File: src/rtl/scancode_line_editor_core_macros.svh
// Assertion macros shared by the line editor RTL.
// SCLE_ASSERT checks a property that is disabled while reset is high.
// SCLE_ASSERT_ALWAYS checks a property at every edge, reset included.
`ifndef SCANCODE_LINE_EDITOR_CORE_MACROS_SVH
`define SCANCODE_LINE_EDITOR_CORE_MACROS_SVH

`ifndef SYNTHESIS
`define SCLE_ASSERT(lbl, clk_sig, rst_sig, prop) \
  lbl: assert property (@(posedge clk_sig) disable iff (rst_sig) prop) \
    else $error("line editor assertion failed");
`define SCLE_ASSERT_ALWAYS(lbl, clk_sig, prop) \
  lbl: assert property (@(posedge clk_sig) prop) \
    else $error("line editor assertion failed");
`else
`define SCLE_ASSERT(lbl, clk_sig, rst_sig, prop)
`define SCLE_ASSERT_ALWAYS(lbl, clk_sig, prop)
`endif

`endif

File: src/rtl/scle_pkg.sv
package scle_pkg;

  // Scancodes and status bits of interest.
  localparam logic [7:0] SC_LSHIFT_MAKE  = 8'h2A;
  localparam logic [7:0] SC_LSHIFT_BREAK = 8'hAA;
  localparam logic [7:0] SC_RSHIFT_MAKE  = 8'h36;
  localparam logic [7:0] SC_RSHIFT_BREAK = 8'hB6;
  localparam logic [7:0] SC_CAPS         = 8'h3A;
  localparam logic [7:0] SC_BKSP         = 8'h0E;
  localparam logic [7:0] SC_ENTER        = 8'h1C;
  localparam logic [7:0] MAP_TOP         = 8'h39;
  localparam int unsigned RELEASE_BIT    = 7;
  localparam int unsigned READY_BIT      = 0;

  // Result kinds.
  localparam logic [1:0] KIND_ECHO    = 2'd0;
  localparam logic [1:0] KIND_ERASE   = 2'd1;
  localparam logic [1:0] KIND_NEWLINE = 2'd2;
  localparam logic [1:0] KIND_LINE    = 2'd3;

  // Command queue between the front and back parts.
  localparam int unsigned QUEUE_DEPTH = 4;
  localparam int unsigned QPTR_W      = 2;
  localparam int unsigned QCNT_W      = 3;

  typedef enum logic [1:0] {
    OP_CHAR,
    OP_BKSP,
    OP_ENTER
  } op_t;

  typedef struct packed {
    op_t        op;
    logic [7:0] ch;
  } cmd_t;

  // Character maps for codes 0x00 through 0x39.
  localparam int unsigned MAP_SIZE = 58;

  localparam logic [7:0] MAP_LOWER [MAP_SIZE] = '{
    "?", "?", "1", "2", "3", "4", "5", "6", "7", "8", "9", "0", "-", "=", "?", "?",
    "q", "w", "e", "r", "t", "y", "u", "i", "o", "p", "[", "]", "?", "?",
    "a", "s", "d", "f", "g", "h", "j", "k", "l", ";", 8'h27, 8'h60, "?", 8'h5C,
    "z", "x", "c", "v", "b", "n", "m", ",", ".", "/", "?", "?", "?", " "
  };

  localparam logic [7:0] MAP_UPPER [MAP_SIZE] = '{
    "?", "?", "!", "@", 8'hA3, "$", "%", "^", "&", "*", "(", ")", "_", "+", "?", "?",
    "Q", "W", "E", "R", "T", "Y", "U", "I", "O", "P", "{", "}", "?", "?",
    "A", "S", "D", "F", "G", "H", "J", "K", "L", ":", 8'h27, 8'h60, "?", "|",
    "Z", "X", "C", "V", "B", "N", "M", "<", ">", "?", "?", "?", "?", " "
  };

endpackage

File: src/rtl/scancode_line_editor_core.sv
// Keyboard line editor for set-1 scancodes.
// Input channel (in_valid/in_ready): one beat carries status_byte and
// scan_code. Beats with status bit 0 clear, modifier keys, releases and codes
// above 0x39 produce nothing; the rest queue a command for the back end.
// Output channel (out_valid/out_ready): each beat carries result_kind,
// char_code and run_last; run_last marks the final beat caused by an input.
// A printable key gives one echo beat while the line has room, backspace on
// a non-empty line one erase beat, and Enter a newline beat followed by one
// beat per stored character, after which the line is empty.
// The first result of an input is offered on the output after the beat has
// passed the command queue and the output register. The back end issues one
// result beat per cycle while the receiver keeps taking them, and the line
// store's single read port paces the playback.
// A four-entry command queue sits between the front end and the back end,
// so input beats keep being taken while the receiver stalls, until the
// queue fills and in_ready drops. Results are held in the output register.
// Reset clears the shift and caps flags, the line and the queue; the
// contents of the line store are not cleared.
module scancode_line_editor_core #(
  parameter int unsigned LINE_DEPTH = 63
) (
  input  logic       clk,
  input  logic       rst,
  input  logic       in_valid,
  output logic       in_ready,
  input  logic [7:0] status_byte,
  input  logic [7:0] scan_code,
  output logic       out_valid,
  input  logic       out_ready,
  output logic [1:0] result_kind,
  output logic [7:0] char_code,
  output logic       run_last
);

  logic           q_full;
  logic           q_empty;
  logic           push;
  logic           pop;
  scle_pkg::cmd_t push_cmd;
  scle_pkg::cmd_t head;

  scle_front u_front (
    .clk        (clk),
    .rst        (rst),
    .in_valid   (in_valid),
    .in_ready   (in_ready),
    .status_byte(status_byte),
    .scan_code  (scan_code),
    .q_full     (q_full),
    .push       (push),
    .push_cmd   (push_cmd)
  );

  scle_queue u_queue (
    .clk     (clk),
    .rst     (rst),
    .push    (push),
    .push_cmd(push_cmd),
    .full    (q_full),
    .pop     (pop),
    .empty   (q_empty),
    .head    (head)
  );

  scle_back #(
    .LINE_DEPTH(LINE_DEPTH)
  ) u_back (
    .clk        (clk),
    .rst        (rst),
    .q_empty    (q_empty),
    .head       (head),
    .pop        (pop),
    .out_valid  (out_valid),
    .out_ready  (out_ready),
    .result_kind(result_kind),
    .char_code  (char_code),
    .run_last   (run_last)
  );

endmodule

File: src/rtl/scle_queue.sv
`include "scancode_line_editor_core_macros.svh"

module scle_queue (
  input  logic               clk,
  input  logic               rst,
  input  logic               push,
  input  scle_pkg::cmd_t     push_cmd,
  output logic               full,
  input  logic               pop,
  output logic               empty,
  output scle_pkg::cmd_t     head
);

  scle_pkg::cmd_t                  slots [scle_pkg::QUEUE_DEPTH];
  logic [scle_pkg::QPTR_W-1:0]     wr_ptr;
  logic [scle_pkg::QPTR_W-1:0]     rd_ptr;
  logic [scle_pkg::QCNT_W-1:0]     count;

  assign full  = (count == scle_pkg::QCNT_W'(scle_pkg::QUEUE_DEPTH));
  assign empty = (count == '0);
  assign head  = slots[rd_ptr];

  // Command storage; written only on a push.
  always_ff @(posedge clk) begin
    if (push) begin
      slots[wr_ptr] <= push_cmd;
    end
  end

  // Pointers and fill level.
  always_ff @(posedge clk) begin
    if (rst) begin
      wr_ptr <= '0;
      rd_ptr <= '0;
      count  <= '0;
    end else begin
      if (push) begin
        wr_ptr <= wr_ptr + 1'b1;
      end
      if (pop) begin
        rd_ptr <= rd_ptr + 1'b1;
      end
      priority if (push && !pop) begin
        count <= count + 1'b1;
      end else if (pop && !push) begin
        count <= count - 1'b1;
      end else begin
        count <= count;
      end
    end
  end

  `SCLE_ASSERT(a_no_push_when_full, clk, rst, !(push && full))
  `SCLE_ASSERT(a_no_pop_when_empty, clk, rst, !(pop && empty))

endmodule

File: src/rtl/scle_front.sv
module scle_front (
  input  logic               clk,
  input  logic               rst,
  input  logic               in_valid,
  output logic               in_ready,
  input  logic [7:0]         status_byte,
  input  logic [7:0]         scan_code,
  input  logic               q_full,
  output logic               push,
  output scle_pkg::cmd_t     push_cmd
);

  logic shift_held;
  logic shift_held_next;
  logic caps_on;
  logic caps_on_next;
  logic accept;
  logic use_upper;

  assign in_ready  = !q_full;
  assign accept    = in_valid && in_ready;
  assign use_upper = (shift_held != caps_on);

  // Classify one accepted beat: modifier keys change flags here, releases
  // and unmapped codes are dropped, the rest becomes a back-part command.
  always_comb begin
    shift_held_next = shift_held;
    caps_on_next    = caps_on;
    push            = 1'b0;
    push_cmd.op     = scle_pkg::OP_CHAR;
    push_cmd.ch     = '0;
    if (accept && status_byte[scle_pkg::READY_BIT]) begin
      priority if (scan_code == scle_pkg::SC_CAPS) begin
        caps_on_next = !caps_on;
      end else if (scan_code == scle_pkg::SC_LSHIFT_MAKE ||
                   scan_code == scle_pkg::SC_RSHIFT_MAKE) begin
        shift_held_next = 1'b1;
      end else if (scan_code == scle_pkg::SC_LSHIFT_BREAK ||
                   scan_code == scle_pkg::SC_RSHIFT_BREAK) begin
        shift_held_next = 1'b0;
      end else if (scan_code[scle_pkg::RELEASE_BIT]) begin
        push = 1'b0;
      end else if (scan_code == scle_pkg::SC_BKSP) begin
        push        = 1'b1;
        push_cmd.op = scle_pkg::OP_BKSP;
      end else if (scan_code == scle_pkg::SC_ENTER) begin
        push        = 1'b1;
        push_cmd.op = scle_pkg::OP_ENTER;
      end else if (scan_code <= scle_pkg::MAP_TOP) begin
        push        = 1'b1;
        push_cmd.op = scle_pkg::OP_CHAR;
        push_cmd.ch = use_upper ? scle_pkg::MAP_UPPER[scan_code[5:0]]
                                : scle_pkg::MAP_LOWER[scan_code[5:0]];
      end else begin
        // Codes past the character tables are dropped.
        push = 1'b0;
      end
    end
  end

  // Modifier flags.
  always_ff @(posedge clk) begin
    if (rst) begin
      shift_held <= 1'b0;
      caps_on    <= 1'b0;
    end else begin
      shift_held <= shift_held_next;
      caps_on    <= caps_on_next;
    end
  end

endmodule

File: src/rtl/scle_back.sv
`include "scancode_line_editor_core_macros.svh"

module scle_back #(
  parameter int unsigned LINE_DEPTH = 63
) (
  input  logic               clk,
  input  logic               rst,
  input  logic               q_empty,
  input  scle_pkg::cmd_t     head,
  output logic               pop,
  output logic               out_valid,
  input  logic               out_ready,
  output logic [1:0]         result_kind,
  output logic [7:0]         char_code,
  output logic               run_last
);

  localparam int unsigned CNT_W = $clog2(LINE_DEPTH + 1);
  localparam int unsigned IDX_W = (LINE_DEPTH > 1) ? $clog2(LINE_DEPTH) : 1;
  localparam logic [CNT_W-1:0] DEPTH_C = CNT_W'(LINE_DEPTH);

  typedef enum logic {
    S_IDLE,
    S_LINE
  } state_t;

  state_t             state;
  logic [CNT_W-1:0]   count;
  logic [CNT_W-1:0]   rd_idx;
  logic [CNT_W-1:0]   rd_idx_inc;
  logic [CNT_W-1:0]   rd_addr;
  logic [7:0]         rd_data;
  logic [7:0]         line_mem [LINE_DEPTH];
  logic               out_free;
  logic               out_load;
  logic               wr_en;
  logic               line_end;

  assign out_free   = !out_valid || out_ready;
  assign pop        = (state == S_IDLE) && !q_empty && out_free;
  assign wr_en      = pop && (head.op == scle_pkg::OP_CHAR) && (count < DEPTH_C);
  assign rd_idx_inc = CNT_W'(rd_idx + 1'b1);
  assign line_end   = (rd_idx_inc == count);

  // A new result enters the output register when the slot is free and the
  // current command or playback step has one to give.
  always_comb begin
    out_load = 1'b0;
    if (state == S_LINE) begin
      out_load = out_free;
    end else if (pop) begin
      unique case (head.op)
        scle_pkg::OP_CHAR:  out_load = (count < DEPTH_C);
        scle_pkg::OP_BKSP:  out_load = (count != '0);
        scle_pkg::OP_ENTER: out_load = 1'b1;
        default:            out_load = 1'b0;
      endcase
    end
  end

  // Read address runs one step ahead so the registered data is ready when
  // the output slot frees up.
  always_comb begin
    if (state == S_LINE) begin
      rd_addr = out_free ? rd_idx_inc : rd_idx;
    end else begin
      rd_addr = '0;
    end
  end

  // Line store: one write port, one registered read port.
  always_ff @(posedge clk) begin
    if (wr_en) begin
      line_mem[count[IDX_W-1:0]] <= head.ch;
    end
    rd_data <= line_mem[rd_addr[IDX_W-1:0]];
  end

  // Command execution and output register.
  always_ff @(posedge clk) begin
    if (rst) begin
      state     <= S_IDLE;
      count     <= '0;
      rd_idx    <= '0;
      out_valid <= 1'b0;
    end else begin
      if (out_load) begin
        out_valid <= 1'b1;
      end else if (out_ready) begin
        out_valid <= 1'b0;
      end
      unique case (state)
        S_IDLE: begin
          if (pop) begin
            unique case (head.op)
              scle_pkg::OP_CHAR: begin
                if (count < DEPTH_C) begin
                  count       <= count + 1'b1;
                  result_kind <= scle_pkg::KIND_ECHO;
                  char_code   <= head.ch;
                  run_last    <= 1'b1;
                end
              end
              scle_pkg::OP_BKSP: begin
                if (count != '0) begin
                  count       <= count - 1'b1;
                  result_kind <= scle_pkg::KIND_ERASE;
                  char_code   <= '0;
                  run_last    <= 1'b1;
                end
              end
              scle_pkg::OP_ENTER: begin
                result_kind <= scle_pkg::KIND_NEWLINE;
                char_code   <= '0;
                run_last    <= (count == '0);
                if (count != '0) begin
                  rd_idx <= '0;
                  state  <= S_LINE;
                end
              end
              default: begin
                count <= count;
              end
            endcase
          end
        end
        S_LINE: begin
          if (out_free) begin
            result_kind <= scle_pkg::KIND_LINE;
            char_code   <= rd_data;
            run_last    <= line_end;
            if (line_end) begin
              count <= '0;
              state <= S_IDLE;
            end else begin
              rd_idx <= rd_idx_inc;
            end
          end
        end
        default: begin
          state <= S_IDLE;
        end
      endcase
    end
  end

  `SCLE_ASSERT_ALWAYS(a_count_in_range, clk, rst || (count <= DEPTH_C))
  `SCLE_ASSERT(a_playback_within_line, clk, rst,
               (state == S_LINE) |-> (count != '0) && (rd_idx < count))

endmodule
File: config.mk
export PLATFORM = sky130hd
export DESIGN_NAME = scancode_line_editor_core
export DESIGN_NICKNAME = d
export VERILOG_FILES = /design/src/rtl/scle_pkg.sv /design/src/rtl/scancode_line_editor_core.sv /design/src/rtl/scle_queue.sv /design/src/rtl/scle_front.sv /design/src/rtl/scle_back.sv
export VERILOG_INCLUDE_DIRS = /design/src /design/src/rtl
export SDC_FILE = /design/constraint.sdc
export NUM_CORES = 1
export LEC_CHECK = 0
export BUFFER_PORTS_ARGS = -buffer_cell sky130_fd_sc_hd__buf_2
export CAP_MARGIN = 10
export CORE_MARGIN = 4
export CORE_UTILIZATION = 35
export DETAILED_ROUTE_END_ITERATION = 7
export PLACE_DENSITY_LB_ADDON = 0.3
export REMOVE_ABC_BUFFERS = 1
export SYNTH_ARGS = -nofsm -noshare
export SYNTH_HDL_FRONTEND = slang
export SYNTH_SLANG_ARGS = --single-unit
File: constraint.sdc
create_clock -name clk -period 6.7 [get_ports clk]
set_input_delay 0 -clock clk [delete_from_list [all_inputs] [get_ports clk]]
set_output_delay 0 -clock clk [all_outputs]
set_load 0.05 [all_outputs]
# After elaboration in Yosys (flattened, before gate mapping)

Memory sizes are Yosys's and may differ from the RTL's. A register that Yosys moved wholly into a read port is not among the register bits.
Cells that the tools add are included.

Memory bits (read-only): 1024
Flip-flop bits (word level): 34
Memories: 4
RAM bits: 544
Output and inout port bits: 13
Word-level logic and storage cells: 158
Input port bits: 20

Mux-type cells: 77
$add $sub $neg: 7
Reduce and logical (&&, ||, !) cells: 29
Bitwise gates (word level): 4
Equal/unequal tests: 22
Magnitude comparators: 3

Memories:

| name             | words | bits a word | read ports | clocked after Yosys merged registers in | write ports | line             | text |
|---|---|---|---|---|---|---|---|
| (name not given) | 64    | 8           | 1          | 0                                       | 0           | scle_front.sv:52 | `push_cmd.ch = use_upper ? scle_pkg::MAP_UPPER[scan_code[5:0]]` |
| (name not given) | 64    | 8           | 1          | 0                                       | 0           | scle_front.sv:53 | `: scle_pkg::MAP_LOWER[scan_code[5:0]];` |
| u_back.line_mem  | 63    | 8           | 1          | 1                                       | 1           | scle_back.sv:33  | `logic [7:0] line_mem [LINE_DEPTH];` |
| u_queue.slots    | 4     | 10          | 1          | 1                                       | 1           | scle_queue.sv:14 | `scle_pkg::cmd_t slots [scle_pkg::QUEUE_DEPTH];` |

Operator list:

| operator                                                        | number |
|---|---|
| two-way mux 8 bit                                               | 12 |
| two-way mux 6 bit                                               | 12 |
| two-way mux 10 bit                                              | 5 |
| one-hot mux 6 bit (2 select lines)                              | 3 |
| two-way mux 1 bit                                               | 27 |
| == test 8 x 6 -> 1 bit (second input constant)                  | 3 |
| one-hot mux 8 bit (3 select lines)                              | 1 |
| == test 8 bit (second input constant)                           | 2 |
| two-way mux 2 bit                                               | 8 |
| one-hot mux 8 bit (2 select lines)                              | 1 |
| adder 6 x 1 -> 6 bit (second input constant)                    | 2 |
| AND reduction 6 bit                                             | 2 |
| != test 2 bit (second input constant)                           | 5 |
| != test 3 bit (second input constant)                           | 3 |
| == test 8 x 4 -> 1 bit (second input constant)                  | 1 |
| == test 8 x 5 -> 1 bit (second input constant)                  | 1 |
| less-or-equal comparator 8 x 6 -> 1 bit (second input constant) | 1 |
| logical AND 1 bit                                               | 8 |
| >= comparator 7 bit (second input constant)                     | 1 |
| inverter 6 -> 7 bit                                             | 1 |
| == test 6 bit                                                   | 1 |
| zero test 1 bit                                                 | 6 |
| zero test 6 bit                                                 | 1 |
| < comparator 6 bit (second input constant)                      | 1 |
| other kinds (24)                                                | 34 |

# Longest topological paths before layout

Gate-level depths: netlist of the first run.

Depth in word-level cells: 13
Mapped depth: 14
Mapped depth without buffers: 11

# Modules after synthesis

From an unflattened synthesis of the first run, not the netlist that was laid out.

Cell total of the unflattened synthesis: 1971
Area, all modules: 25421.9 µm²

Modules (own cells, without submodules):

| module     | area an instance (µm²) | instances | sequential area each (µm²) | cells each |
|---|---|---|---|---|
| scle_back  | 22291.4                | 1         | 15905.3                    | 1686 |
| scle_queue | 1871.8                 | 1         | 1381.3                     | 96 |
| scle_front | 1258.7                 | 1         | 40.0                       | 189 |

# Worst setup path before layout of the first run

No wires, ideal clock.

Path type: register -> register
Start: reg (tool-made name)
End: reg u_back.char_code[0] (enable)
Required time: 6.307 ns
Setup time: 0.393 ns
Path slack: 3.401 ns
Cell stages (with the launch flop): 9
Arrival: 2.906 ns
Buffers on the path: 1
Clock period less this slack: 3.299 ns
Cell sequence: dfxtp_1 -> clkbuf_1 -> mux4_2 -> ha_1 -> inv_1 -> o2bb2ai_2 -> nor3_1 -> nor2_1 -> nor3_1

RTL lines:

| what                   | line             | text |
|---|---|---|
| end signal: assignment | scle_back.sv:100 | `char_code <= head.ch;` |
| end signal: assignment | scle_back.sv:130 | `char_code <= rd_data;` |
| end: declaration       | scle_back.sv:14  | `output logic [7:0] char_code,` |

==> out/qor.csv, run 1 <==
metric,value,unit
outcome,completed,
fmax,244,MHz
hold_viol,0,
insertion_delay,0.62,ns
first_iter_violations,1408,
fin_worst_skew,0.0335,ns
drc,0,
yosys.area.top_type_share,65.1,%
finalPower,0.00981,W
placementRows,98,
period_needed,4.10,ns
max_slew_margin,23.1,%
tns,0,ns
vias,15439,
final_common_cell,edfxtp_1,
synth_edf_count,555,
synthCells,1866,
gp_congestion,0.843,
path_cells,"mux4_2, inv_1, ha_1, nand2_1, nor2_1, nand3_1, nor2_1",
drive_above_1_share,10.3,%
leakage,9.80,nW
p_per_area,344,nW/um^2
crit_path_end_kind,flop,
seq_area,17300,um^2
htree_levels,2,
synth_largest_area_cell,edfxtp_1,
synth_seq_area_share,67.7,%
io_buffers,25,
ys_warn_count,0,
synth_area_leaders,"edfxtp_1 65%, mux2i_1 6.7%, nand2_1 4.1%, nand3_1 2.6%, dfxtp_1 2.6%",
n_fill_cell,6612,
antenna_found_initial,2,
post-route-period-util,61.1,%
synth-async-reset-ratio,0,%
grt_use_met1,22.9,%
ctsRootBufferMaster,clkbuf_16,
cp_data_arrival_time,4.32,ns
routed_wl,62.6,mm
holdCritPathClass,in2reg,
gr-total-overflow,0,
dp_slack,2.54,ns
post_cts_buffers,0,
worstPathMaxFanout,10,
ys_types,84,
wl_per_cell,21.8,um
cts.repair.resized,0,
crit_path_max_incr_delay,0.87,ns
core,72000,um^2
syn_to_final_growth,11.6,%
die_y,278,um
clock_sinks,588,
ys_seq_elements,588,
required,6.92,ns
cts_buffer_depth,3,
clk_pin_slew,0.06,ns
cts_made_buffers,59,
ant_nets,0,
whs,0.0683,ns
drv_cap,0,
multi_input_area,7530,um^2
grtUsageMet2,24.8,%
path_common_cell,nor2_1,
criticalPathCategory,reg2reg,
setup_viol,0,
dieArea,77500,um^2
tightest_slew,1.15,ns
start_util,35.5,%
avgSynthCellArea,13.7,um^2
rsz0062_at_grt,false,
layout_setup_ws,2.60,ns
start_kind,flop,
drt_pre_antenna_iters,5,
maxSlewViolCount,0,
use_met3,2.52,%
final_cell_mix,"555 x edfxtp_1, 278 x nand2_1, 171 x mux2i_1",
ir_drop,0.246,mV
grt_pass1_vias,14926,
syn-cell-area,25600,um^2
final_nets,1911,
busiest_layer,met2,
postCtsHoldBufs,8,
io_pins,33,
cts_tree,built,
grt_use_total,15.7,%
grt_first_pass_wirelength,93.6,mm
fp.dieW,278,um
dp_hpwl,37.5,mm
cp_slowest_cell,nor2_1,
ys_dominant_reg_cell,edfxtp_1,
grt_max_degree,155,
routed_via_density,5.39,
## metrics by stage
| stage | cell area [um^2] | util [%] | instances |
|---|---|---|---|
| floorplan | 24900 | - | 1745 |
| global placement | 26400 | 36.7 | 2745 |
| detailed placement | 26400 | 36.7 | 2745 |
| CTS | 28600 | 39.7 | 2864 |
| global route | 28600 | 39.7 | 2865 |
| finish | 28600 | 39.7 | 2865 |
## critical path: cells and delay by family, from the launching register on
kind,cells,cell delay (ns)
and+or+nand+nor,4,1.89
DFF,1,0.78
muxes,1,0.65
adders and majority gates,1,0.26
buffers and inverters,1,0.11
## sequential cells by signal, summed over array words and instances (netlist names), named ones only
signal              cells
u_back.state            1
u_back.char_code        8
u_back.count            6
u_queue.wr_ptr          2
u_queue.rd_ptr          2
u_queue.count           3
u_back.run_last         1
u_back.line_mem       504
u_queue.slots          40
u_front.shift_held      1
u_back.rd_idx           6
u_front.caps_on         1
u_back.rd_data          8
u_back.out_valid        1
u_back.result_kind      2
## cell usage after synthesis, types with 6 or more instances
cell type,instances
a211o_1,8
a211oi_1,31
a21boi_0,13
a21oi_1,47
a221oi_1,6
a22o_1,9
a22oi_1,11
a311o_1,8
a311oi_1,15
a31oi_1,11
and2_1,10
and4b_1,7
buf_1,10
buf_2,44
buf_4,12
buf_6,18
clkbuf_1,35
dfxtp_1,33
edfxtp_1,555
ha_1,25
inv_1,21
mux2i_1,172
mux4_2,14
nand2_1,278
nand2b_1,7
nand3_1,135
nor2_1,123
nor2b_1,9
nor3_1,21
nor4b_2,6
o211ai_1,10
o21ai_0,25
o22a_1,6
o22ai_1,8
or3_1,13
xnor2_1,14
xor2_1,8
## path summary, 6_finish.rpt
path | start | endpoint | slack (ns) | cells after the start
hold / removal | scan_code[4] | u_queue.slots[2][9]$_DFFE_PP_ | 0.07 | 3
hold reg to reg | u_queue.rd_ptr[1]$_SDFFE_PP0P_ | flop | 0.53 | 2
setup reg to reg | flop | u_back.line_mem[6][2]$_DFFE_PP_ | 2.60 | 7
setup / recovery | flop | u_back.line_mem[6][2]$_DFFE_PP_ | 2.60 | 7
## logic make-up (layout without fill, tap and decap cells)
logic type      count (synthesis)  count (layout)  synth area share, %
mux                           193             193                 8.29
xor+xnor                       23              23                0.817
flops                         588             588                 67.7
buf+inv                       142             190                 3.05
other cells                     0               1                    0
compound gates                253             253                 7.24
simple gates                  640             640                 11.5
fa+ha+maj                      27              27                 1.38
## power by group
part           switching [W]  internal (W)  total (W)
sequential          0.000111       0.00449    0.00460
combinational        0.00132      0.000512    0.00183
clock                0.00136       0.00202    0.00338
total                0.00279       0.00702    0.00981
## final cells by class
class	instances	area share, %
tap	950	4.16
antenna	1	0.00876
inverter	21	0.276
clock inverter	19	0.758
clock buffer	92	6.36
multi-input combinational	1136	26.4
sequential	588	60.7
timing repair buffer	58	1.42
## per-layer routing
metal	up-vias	wire (um)
li1	7030	-
met5	-	0
met3	82	4610
met1	7710	27900
met2	617	28700
met4	0	1370
No activity file was read; power rests on OpenSTA's default activity.
==> run 2: changes to the inputs <==
clock period = 3.7 ns   (was 6.7 ns; I/O delays follow)
==> out/qor.csv, run 2 (same netlist as run 1, synthesis figures left out) <==
metric,value,unit,change
setup_viol,0,,unchanged
grt_use_met1,24.0,%,+1.1 points
antenna_found_initial,1,,-1
n_fill_cell,6589,,-0.35%
crit_path_end_kind,flop,,
grtUsageMet2,25.8,%,+0.99 points
dp_slack,0.465,ns,-2.07 ns
max_slew_margin,29.6,%,+6.6 points
ir_drop,0.358,mV,+45%
io_pins,33,,unchanged
routed_via_density,5.35,,-0.73%
drv_cap,0,,unchanged
final_common_cell,edfxtp_1,,
cp_slowest_cell,dfxtp_1,,
insertion_delay,0.65,ns,+0.03 ns
grt_first_pass_wirelength,98.1,mm,+4.9%
grt_max_degree,69,,-55%
start_util,35.5,%,unchanged
clk_pin_slew,0.06,ns,about the same
routed_wl,65.2,mm,+4.2%
path_common_cell,buf_4,,
dieArea,77500,um^2,unchanged
start_kind,flop,,
crit_path_max_incr_delay,0.68,ns,-0.19 ns
path_cells,"nor2b_1, buf_4, a21o_2, buf_4, a21oi_1, a32oi_1, a211oi_1, nor4_1, and4_1",,
leakage,10.3,nW,+5.1%
fin_util,40.7,%,+1.0 points
fin_worst_skew,0.0487,ns,+0.0152 ns
layout_setup_ws,0.415,ns,-2.19 ns
cp_data_arrival_time,3.87,ns,-0.45 ns
gr-total-overflow,0,,unchanged
ant_nets,0,,unchanged
vias,15862,,+2.7%
rrSetupSlack,0.41,ns,-2.19 ns
placementRows,98,,unchanged
final_cell_mix,"555 x edfxtp_1, 278 x nand2_1, 171 x mux2i_1",,
tightest_slew,1.06,ns,-0.0909 ns
use_met3,2.92,%,+0.40 points
tns,0,ns,unchanged
fp.dieW,278,um,unchanged
worstPathMaxFanout,21,,+11
dp_hpwl,41.7,mm,+11%
ctsRootBufferMaster,clkbuf_16,,
rsz0062_at_grt,false,,
maxSlewViolCount,0,,unchanged
period_needed,3.29,ns,-0.811 ns
drive_above_1_share,14.2,%,+3.9 points
hold_viol,0,,unchanged
htree_levels,2,,unchanged
required,4.29,ns,-2.63 ns
grt_pass1_vias,15361,,+2.9%
criticalPathCategory,reg2reg,,
drt_pre_antenna_iters,6,,+1
cts_tree,built,,
drc,0,,unchanged
die_y,278,um,unchanged
outcome,completed,,
cts.repair.resized,0,,unchanged
final_nets,2010,,+5.2%
busiest_layer,met2,,
io_buffers,25,,unchanged
holdCritPathClass,in2reg,,
clock_sinks,588,,unchanged
post-route-period-util,88.8,%,+28 points
cts_made_buffers,60,,+1.7%
syn_to_final_growth,14.5,%,
fmax,304,MHz,+25%
wl_per_cell,22.0,um,+0.66%
core,72000,um^2,unchanged
first_iter_violations,1452,,+3.1%
largest_reg_flops,504,,unchanged
cts_buffer_depth,3,,unchanged
gp_congestion,0.857,,+1.7%
finalPower,0.0178,W,+82%
p_per_area,608,nW/um^2,+77%
grt_use_total,16.5,%,+0.75 points
[run 2: critical path, delay by kind of cell (launching register included)]
family,cells,cell delay [ns]
AO/OA/AOI/OAI,4,0.90
flip-flops,1,0.68
AND/OR/NAND/NOR,3,1.10
buffers and inverters,2,0.57
[run 2: stage by stage]
| step | std cells | hold slack [ns] | area, um^2 |
|---|---|---|---|
| after floorplan | 1745 | 0.0691 | 24900 |
| after detailed placement | 2842 | 0.321 | 27300 |
| after global routing | 2965 | 0.0514 | 29300 |
| after global placement | 2842 | 0.316 | 27300 |
| after CTS | 2963 | 0.0123 | 29300 |
| final | 2965 | 0.0597 | 29300 |
[run 2: final cells by class]
class                           instances  area, um^2  share of cell area (%)
Sequential cell                       588       17300                    59.1
Multi-Input combinational cell       1136        7530                    25.7
Clock buffer                           84        1630                    5.57
Timing Repair Buffer                  156        1230                    4.21
Tap cell                              950        1190                    4.06
Clock inverter                         29         307                    1.05
Inverter                               21        78.8                   0.269
Antenna cell                            1        2.50                 0.00854
[run 2: power breakdown]
group / switching (W) / leakage, nW / internal, W
logic: 0.00255 / 4.08 / 0.00106
registers: 0.000123 / 5.28 / 0.00812
clock network: 0.00253 / 0.937 / 0.00343
total: 0.00521 / 10.3 / 0.0126
[run 2: layer usage]
layer	vias up	share of wire, %
met3	87	7.2
li1	7255	-
met5	-	0
met4	0	2.1
met1	7923	45
met2	597	46
[run 2: worst paths after layout]
kind	from	to	depth (start not counted)
setup / recovery	u_back.state$_SDFF_PP0_	u_back.rd_data[5]$_DFF_P_	9
hold / removal	scan_code[4]	u_queue.slots[2][9]$_DFFE_PP_	3
setup reg to reg	u_back.state$_SDFF_PP0_	u_back.rd_data[5]$_DFF_P_	9
hold reg to reg	u_queue.rd_ptr[1]$_SDFFE_PP0P_	flop	2
[run 2: repair_timing]
action | in CTS | in global routing
hold endpoints to repair | 33 | 0
buffers inserted | 0 | 0
hold buffers | 8 | 0
